`src/sv/v2g_pkg.sv`:
```
// types, codes and arithmetic helpers of the 2d vector unit
`default_nettype none
package v2g_pkg;

	// operation codes
	typedef enum logic [3:0] {
		OP_ADD        = 4'd0,
		OP_SUB        = 4'd1,
		OP_NEG        = 4'd2,
		OP_DOT        = 4'd3,
		OP_CROSS      = 4'd4,
		OP_LENGTH     = 4'd5,
		OP_NORMALIZE  = 4'd6,
		OP_ROTATE     = 4'd7,
		OP_USCALE     = 4'd8,
		OP_CSCALE     = 4'd9,
		OP_MIRROR     = 4'd10,
		OP_TRANSFORM  = 4'd11,
		OP_UTRANSFORM = 4'd12,
		OP_LEFTORTHO  = 4'd13
	} op_t;

	// intermediates clamp at +-2^62
	localparam logic signed [63:0] CLAMP_LIM = 64'sh4000_0000_0000_0000;
	localparam logic signed [64:0] CLAMP_LIM65 = 65'sh0_4000_0000_0000_0000;

	// classified item leaving the front part
	typedef struct packed {
		op_t                op;
		logic signed [31:0] ax;
		logic signed [31:0] ay;
		logic signed [31:0] bx;
		logic signed [31:0] by;
		logic signed [31:0] cx;
		logic signed [31:0] cy;
		logic signed [31:0] dx;
		logic signed [31:0] dy;
		logic [31:0]        ux;
		logic [31:0]        uy;
		logic               sx;
		logic               sy;
		logic               zl;
		logic               norm;
	} cls_t;

	// partial products of one multiply lane
	typedef struct packed {
		logic [63:0] lo;
		logic [62:0] hi;
		logic        neg;
	} part_t;

	// item as it travels the back pipeline
	typedef struct packed {
		cls_t               c;
		logic [63:0]        n;
		logic [63:0]        r;
		logic [63:0]        remx;
		logic [63:0]        remy;
		logic [63:0]        dv;
		logic [31:0]        qx;
		logic [31:0]        qy;
		logic signed [63:0] nx;
		logic signed [63:0] ny;
		part_t              pp0;
		part_t              pp1;
		part_t              pp2;
		part_t              pp3;
		logic signed [63:0] p0;
		logic signed [63:0] p1;
		logic signed [63:0] p2;
		logic signed [63:0] p3;
		logic signed [63:0] t;
		logic signed [63:0] u;
		logic signed [63:0] q0;
		logic signed [63:0] q1;
		logic signed [63:0] rx;
		logic signed [63:0] ry;
	} item_t;

	// 32 by 32 unsigned product
	function automatic logic [63:0] mul32(input logic [31:0] x, input logic [31:0] y);
		logic [63:0] p;
		p = x * y;
		return p;
	endfunction

	// magnitude of a signed word
	function automatic logic [63:0] mag64(input logic signed [63:0] v);
		return v[63] ? 64'(-v) : 64'(v);
	endfunction

	// sum clamped to +-2^62, operands within that range
	function automatic logic signed [63:0] addc(input logic signed [63:0] a,
			input logic signed [63:0] b);
		logic signed [64:0] s;
		s = 65'(a) + 65'(b);
		if (s > CLAMP_LIM65) begin
			return CLAMP_LIM;
		end else if (s < -CLAMP_LIM65) begin
			return -CLAMP_LIM;
		end
		return $signed(s[63:0]);
	endfunction

	// split product: a below 2^63 in magnitude, b at most 2^31
	function automatic part_t part_prod(input logic signed [63:0] a,
			input logic signed [32:0] b);
		part_t o;
		logic [63:0] ua;
		logic [32:0] ub;
		logic [63:0] h;
		ua = mag64(a);
		ub = b[32] ? 33'(-b) : 33'(b);
		o.lo = mul32(ua[31:0], ub[31:0]);
		h = mul32(ua[63:32], ub[31:0]);
		o.hi = h[62:0];
		o.neg = a[63] ^ b[32];
		return o;
	endfunction

	// join partials, round half away from zero, clamp, apply sign
	function automatic logic signed [63:0] fmul_comb(input part_t p,
			input int unsigned frac);
		logic [95:0] full;
		logic [95:0] shf;
		logic [62:0] r;
		full = {1'b0, p.hi, 32'd0} + {32'd0, p.lo} + (96'd1 << (frac - 1));
		shf = full >> frac;
		if (shf > {32'd0, CLAMP_LIM}) begin
			r = CLAMP_LIM[62:0];
		end else begin
			r = shf[62:0];
		end
		return p.neg ? -$signed({1'b0, r}) : $signed({1'b0, r});
	endfunction

endpackage
`default_nettype wire

```
`src/sv/v2g_front.sv`:
```
// front part: takes items and classifies the vector to normalize or measure
`default_nettype none
module v2g_front (
	input  wire logic           clk,
	input  wire logic           arst_n,
	input  wire logic           s_tvalid,
	output logic                s_tready,
	input  wire logic [255:0]   s_tdata,
	input  wire logic [3:0]     s_tuser,
	output logic                cls_valid,
	input  wire logic           cls_ready,
	output v2g_pkg::cls_t       cls_data
);

	v2g_pkg::cls_t     cls_d;
	v2g_pkg::cls_t     cls_s1;
	logic              vld_s1;
	logic signed [32:0] vx;
	logic signed [32:0] vy;
	logic [32:0]       mx;
	logic [32:0]       my;

	// unpack and pick the vector for the length path
	always_comb begin
		cls_d = '0;
		cls_d.op = v2g_pkg::op_t'(s_tuser);
		cls_d.ax = s_tdata[31:0];
		cls_d.ay = s_tdata[63:32];
		cls_d.bx = s_tdata[95:64];
		cls_d.by = s_tdata[127:96];
		cls_d.cx = s_tdata[159:128];
		cls_d.cy = s_tdata[191:160];
		cls_d.dx = s_tdata[223:192];
		cls_d.dy = s_tdata[255:224];
		case (cls_d.op)
			v2g_pkg::OP_LEFTORTHO: begin
				vx = -33'(cls_d.ay);
				vy = 33'(cls_d.ax);
			end
			v2g_pkg::OP_MIRROR: begin
				vx = 33'(cls_d.bx);
				vy = 33'(cls_d.by);
			end
			default: begin
				vx = 33'(cls_d.ax);
				vy = 33'(cls_d.ay);
			end
		endcase
		mx = vx[32] ? 33'(-vx) : 33'(vx);
		my = vy[32] ? 33'(-vy) : 33'(vy);
		cls_d.ux = mx[31:0];
		cls_d.uy = my[31:0];
		cls_d.sx = vx[32];
		cls_d.sy = vy[32];
		cls_d.norm = (cls_d.op != v2g_pkg::OP_LENGTH);
		cls_d.zl = (mx == 33'd0) && (my == 33'd0) &&
			((cls_d.op == v2g_pkg::OP_NORMALIZE) || (cls_d.op == v2g_pkg::OP_MIRROR) ||
			(cls_d.op == v2g_pkg::OP_LEFTORTHO));
	end

	assign s_tready = !vld_s1 || cls_ready;

	// valid of the classify register
	always_ff @(posedge clk or negedge arst_n) begin
		if (!arst_n) begin
			vld_s1 <= 1'b0;
		end else if (s_tready) begin
			vld_s1 <= s_tvalid;
		end
	end

	// payload of the classify register
	always_ff @(posedge clk) begin
		if (s_tvalid && s_tready) begin
			cls_s1 <= cls_d;
		end
	end

	assign cls_valid = vld_s1;
	assign cls_data = cls_s1;

endmodule
`default_nettype wire

```
`config.mk`:
```
export PLATFORM = sky130hd
export DESIGN_NAME = v2g_front
export DESIGN_NICKNAME = d
export VERILOG_FILES = /design/src/sv/v2g_pkg.sv /design/src/sv/v2g_front.sv
export SDC_FILE = /design/constraint.sdc
export NUM_CORES = 1
export LEC_CHECK = 0
export BUFFER_PORTS_ARGS = -buffer_cell sky130_fd_sc_hd__buf_4
export CAP_MARGIN = 25
export CORE_MARGIN = 8
export CORE_UTILIZATION = 25
export DETAILED_ROUTE_END_ITERATION = 10
export GPL_TIMING_DRIVEN = 0
export MAX_ROUTING_LAYER = met4
export SYNTH_ARGS = -nofsm -noshare
export SYNTH_HDL_FRONTEND = slang
export SYNTH_SLANG_ARGS = --single-unit
```
`constraint.sdc`:
```
create_clock -name clk -period 26.8 [get_ports clk]
set_clock_uncertainty 0.1 [all_clocks]
set_input_delay 6.7 -clock clk [delete_from_list [all_inputs] [get_ports clk]]
set_output_delay 6.7 -clock clk [all_outputs]
set_load 0.02 [all_outputs]
```
# [Yosys cells after proc, flatten, opt, wreduce, memory -nomap -nowiden]
# Index checks and enable logic that the tools add are counted.
[word_totals] input_bits=264 word_cells=36 output_inout_bits=330 register_bits=329
[op_classes] addsub=3 mux=4 n_reduce_logical=9 eq_ne=4
[op_table] operator="$pmux W33 S2" n=2
[op_table] operator="$logic_not A33 Y1" n=2
[op_table] operator="$mux W33" n=2
[op_table] operator="$neg A33 Y33" n=2
[op_table] operator="$neg A32 Y33" n=1
[op_table] operator="$eq A4 B4 Y1 const B" n=2
[op_table] operator="$eq A4 B3 Y1 const B" n=1
[op_table] operator="$ne A4 B3 Y1 const B" n=1
[op_table] operator="$logic_and A1 B1 Y1" n=3
[op_table] operator="$logic_or A1 B1 Y1" n=3
[op_table] operator="$logic_not A1 Y1" n=1

# [Logic depth before layout (Yosys ltp)]
[logic_depth] depth_word=7 depth_mapped=22 ltp_nobuf=15

# [Worst setup path after synthesis]
# OpenSTA, ideal clock, no wires.
[synth_timing] path_type="input -> register" from="input port cls_ready" to="register cls_s1 (netlist bit cls_data[0]), enable pin" path_buffers=0 t_arrival_ns=14.426 stages=2 setup_time_ns=0.731 slack_ns=11.544 path_cell_list="nand2b_1 > and2_1"
[synth_between] elab_chain_cells=2
[synth_rtl] item="start: declaration" line_no="v2g_front.sv:11" text="input wire logic cls_ready,"
[synth_rtl] item="$logic_or A1 B1 Y1" line_no="v2g_front.sv:61" text="assign s_tready = !vld_s1 || cls_ready;"
[synth_rtl] item="$logic_and A1 B1 Y1" line_no="v2g_front.sv:74" text="if (s_tvalid && s_tready) begin"
[synth_rtl] item="end signal: assignment" line_no="v2g_front.sv:75" text="cls_s1 <= cls_d;"
[synth_rtl] item="end: declaration" line_no="v2g_front.sv:16" text="v2g_pkg::cls_t cls_s1;"
# Every way passes these cells.
# A chain may end at the register's enable or synchronous reset.

# [Worst setup path in the final report]
[layout_timing] from="input port cls_ready" to="output port s_tready"
[layout_between] elab_chain_cells=1
[layout_rtl] item="$logic_or A1 B1 Y1" line_no="v2g_front.sv:61"
[layout_rtl] item="end: declaration" line_no="v2g_front.sv:7" text="output logic s_tready,"
# Every way passes these cells.

==> flow_summary.yaml <==
critical_path:
  path_max_fanout: 3
  worstSetupStartpointType: "input port"
  endpoint_kind: "output pin"
  worstSetupPathType: "in -> out"
  worstPathRequired_ps: 20000
  arrival_ps: 7140
synth:
  ys_ff_latch: 329
  synth_cell_types: 78
  synth_commonest_cells: "328 x edfxtp_1, 81 x nand2_1, 67 x nor2_1"
  syn_inst: 1058
  seq_area_frac_synth_pct: 68.1
  ys_async_sr_fraction_pct: 0.304
  synth_top_area_cell: "edfxtp_1"
  synth_most_common_cell: "edfxtp_1"
  synth.area.top_cells: "edfxtp_1 68%, xnor2_1 3.0%, nand2_1 2.1%, a21oi_1 2.0%, xor2_1 1.8%"
  synth_edf_count: 328
  syn_avg_cell_area_sq_um: 13.7
  syn_nets: 1325
  yosys_warnings: 0
  synth_flop_cell: "edfxtp_1"
  synth_area_sq_um: 14500
  synth_top_area_share_pct: 67.9
drt:
  drtIter0Drc: 1143
  vias: 12300
  wl_per_cell_microns: 28.8
  ant_nets: 0
  drt_wl_total_microns: 71800
  drc: 0
  first_pass_iters: 6
  vias_per_cell: 4.94
clock_tree:
  post_cts_buffers: 0
  clock-root-buffer: "clkbuf_16"
  cts_resized: 0
  cts_hold_buf: 0
  clk_latency_ps: 560
  cts_tree: "built"
  cts-buffers-inserted: 38
  clk_path_buf_depth: 3
  h-tree-depth: 2
  cts.sinks: 329
  clkTransAtPathRegs_ps: 60
floorplan:
  die_w_microns: 257
  die-area_sq_um: 66000
  start_util_pct: 25.2
  ios: 594
  core_area_sq_um: 57600
  row_count: 88
  die-height_microns: 257
place:
  dpl.hpwl_microns: 59500
  port-buffer-count: 593
  gp_congestion: 0.961
  pre_cts_ws_ps: 12860
sta:
  worst_slack_ps: 12860
  hold_viol: 0
  worstMarginPinSlew_ps: 1090
  rsz0062_at_grt: "no"
  tns_ps: 0
  finalSetupViolCount: 0
  final.min_clock_period_ps: 13940
  fin_crit_sh_pct: 52.0
  max_clock_freq_mhz: 71.7
  slew_violations: 0
  hold_ws_ps: 443
  slew_headroom_pct: 26.8
layout:
  area_delta_synth_final_pct: 46.4
  drive_above_1_share_pct: 40.1
  fillers: 5688
  final_net_count: 1963
power:
  switching_share_pct: 27.8
  p_per_area_nw_per_um2: 63.9
  seq_power_share_pct: 45.6
  power_frac_comb_pct: 18.2
  p_switching_uw: 377
  p_int_uw: 980
  vdd.ir_drop.worst_uv: 40.7
  power_frac_clock_pct: 36.2
  leakagePower_uw: 0.00828
grt:
  grt_max_degree: 74
  grt_overflow: 0
  antenna_found_initial: 13
  grt_pass1_wl_microns: 97700
  grt.total_usage_pct: 21.3
  grt_pass1_vias: 12600
hold_path:
  hold_path.class: "reg -> reg"
status:
  status: "finished clean"
flow_run:
  drv_cap: 0
## routing by layer
metal / part of all wire (%) / GRT usage (%) / wire length, microns
met4: 2.3 / 5.58 / 1640
met3: 6.9 / 4.99 / 4980
met1: 35 / 21.5 / 25200
met2: 56 / 40.6 / 40000
met5: 0 / - / 0
## final cells by class
cell class	instances	area, sq um	share of cell area, %
timing repair buffer	598	4590	21.6
clock buffer	48	1010	4.75
tap	765	957	4.51
multi-input combinational	649	4310	20.3
antenna	7	17.5	0.0825
sequential	329	9870	46.5
buffer	63	270	1.27
clock inverter	20	148	0.695
inverter	17	63.8	0.300
## sequential cells by signal, indices dropped and copies added (netlist names)
signal     flops
cls_data     328
cls_valid      1
## worst max-delay path: stages
cell and delay, ps:
buf_4 100, nand2b_1 160, buf_4 170
## power by group through the flow
stage	clock (uW)	combinational (uW)	sequential [uW]
2_1_floorplan	0	71.9	677
5_1_grt	523	262	621
3_5_place_dp	0	249	629
3_3_place_gp	0	245	643
4_1_cts	509	250	619
6_report	491	247	618
## cells in the final DEF, fill, tap and decap left out, types with 6 or more instances in the layout
cell type	netlist	final
buf_4	0	593
edfxtp_1	328	328
nand2_1	81	81
nor2_1	67	67
a21oi_1	57	57
clkbuf_1	47	56
xnor2_1	49	49
o21ai_0	45	45
clkbuf_16	0	39
xor2_1	29	29
nor3_1	28	28
nor4_1	20	20
a22o_1	19	19
o22ai_1	17	17
inv_1	17	17
a22oi_1	14	14
nand3_1	14	14
nor4bb_1	12	12
and4b_1	12	12
o31ai_1	11	11
or4_1	11	11
nand4_1	9	9
buf_1	9	9
clkinv_2	0	9
and2_1	9	8
a31oi_1	8	8
diode_2	0	7
o41ai_1	6	6
a21o_1	6	6
and3_1	6	6
or3_1	6	6
a21oi_2	6	6
clkinv_1	0	6
## logic make-up after synthesis
logic type,Yosys count,synth area share (%)
mux,4,0.293
buf+inv,80,2.30
flops,329,68.1
compound gates,241,11.2
fa+ha+maj,3,0.259
xor+xnor,78,4.71
simple gates,323,13.2
## through the flow
step,instances,utilization [%],power (uW),area [sq um]
floorplan,1058,-,749,14500
global placement,2416,34.6,888,19900
detailed placement,2421,34.8,879,20100
CTS,2489,36.9,1380,21200
global route,2496,36.9,1410,21200
finish,2496,36.9,1360,21200
## worst paths after layout
path	start	cells past startpoint	endpoint	slack [ps]
setup / recovery	cls_ready	3	s_tready	12860
setup reg to reg	cls_valid$_DFFE_PN0N_	5	cls_data[33]$_DFFE_PP_	24330
hold / removal	cls_valid$_DFFE_PN0N_	2	cls_valid$_DFFE_PN0N_	440
min in group asynchronous	arst_n	1	cls_valid$_DFFE_PN0N_	5810
hold reg to reg	cls_valid$_DFFE_PN0N_	2	cls_valid$_DFFE_PN0N_	440
max in group asynchronous	arst_n	1	cls_valid$_DFFE_PN0N_	20700
(Power assumes the default switching activity.)
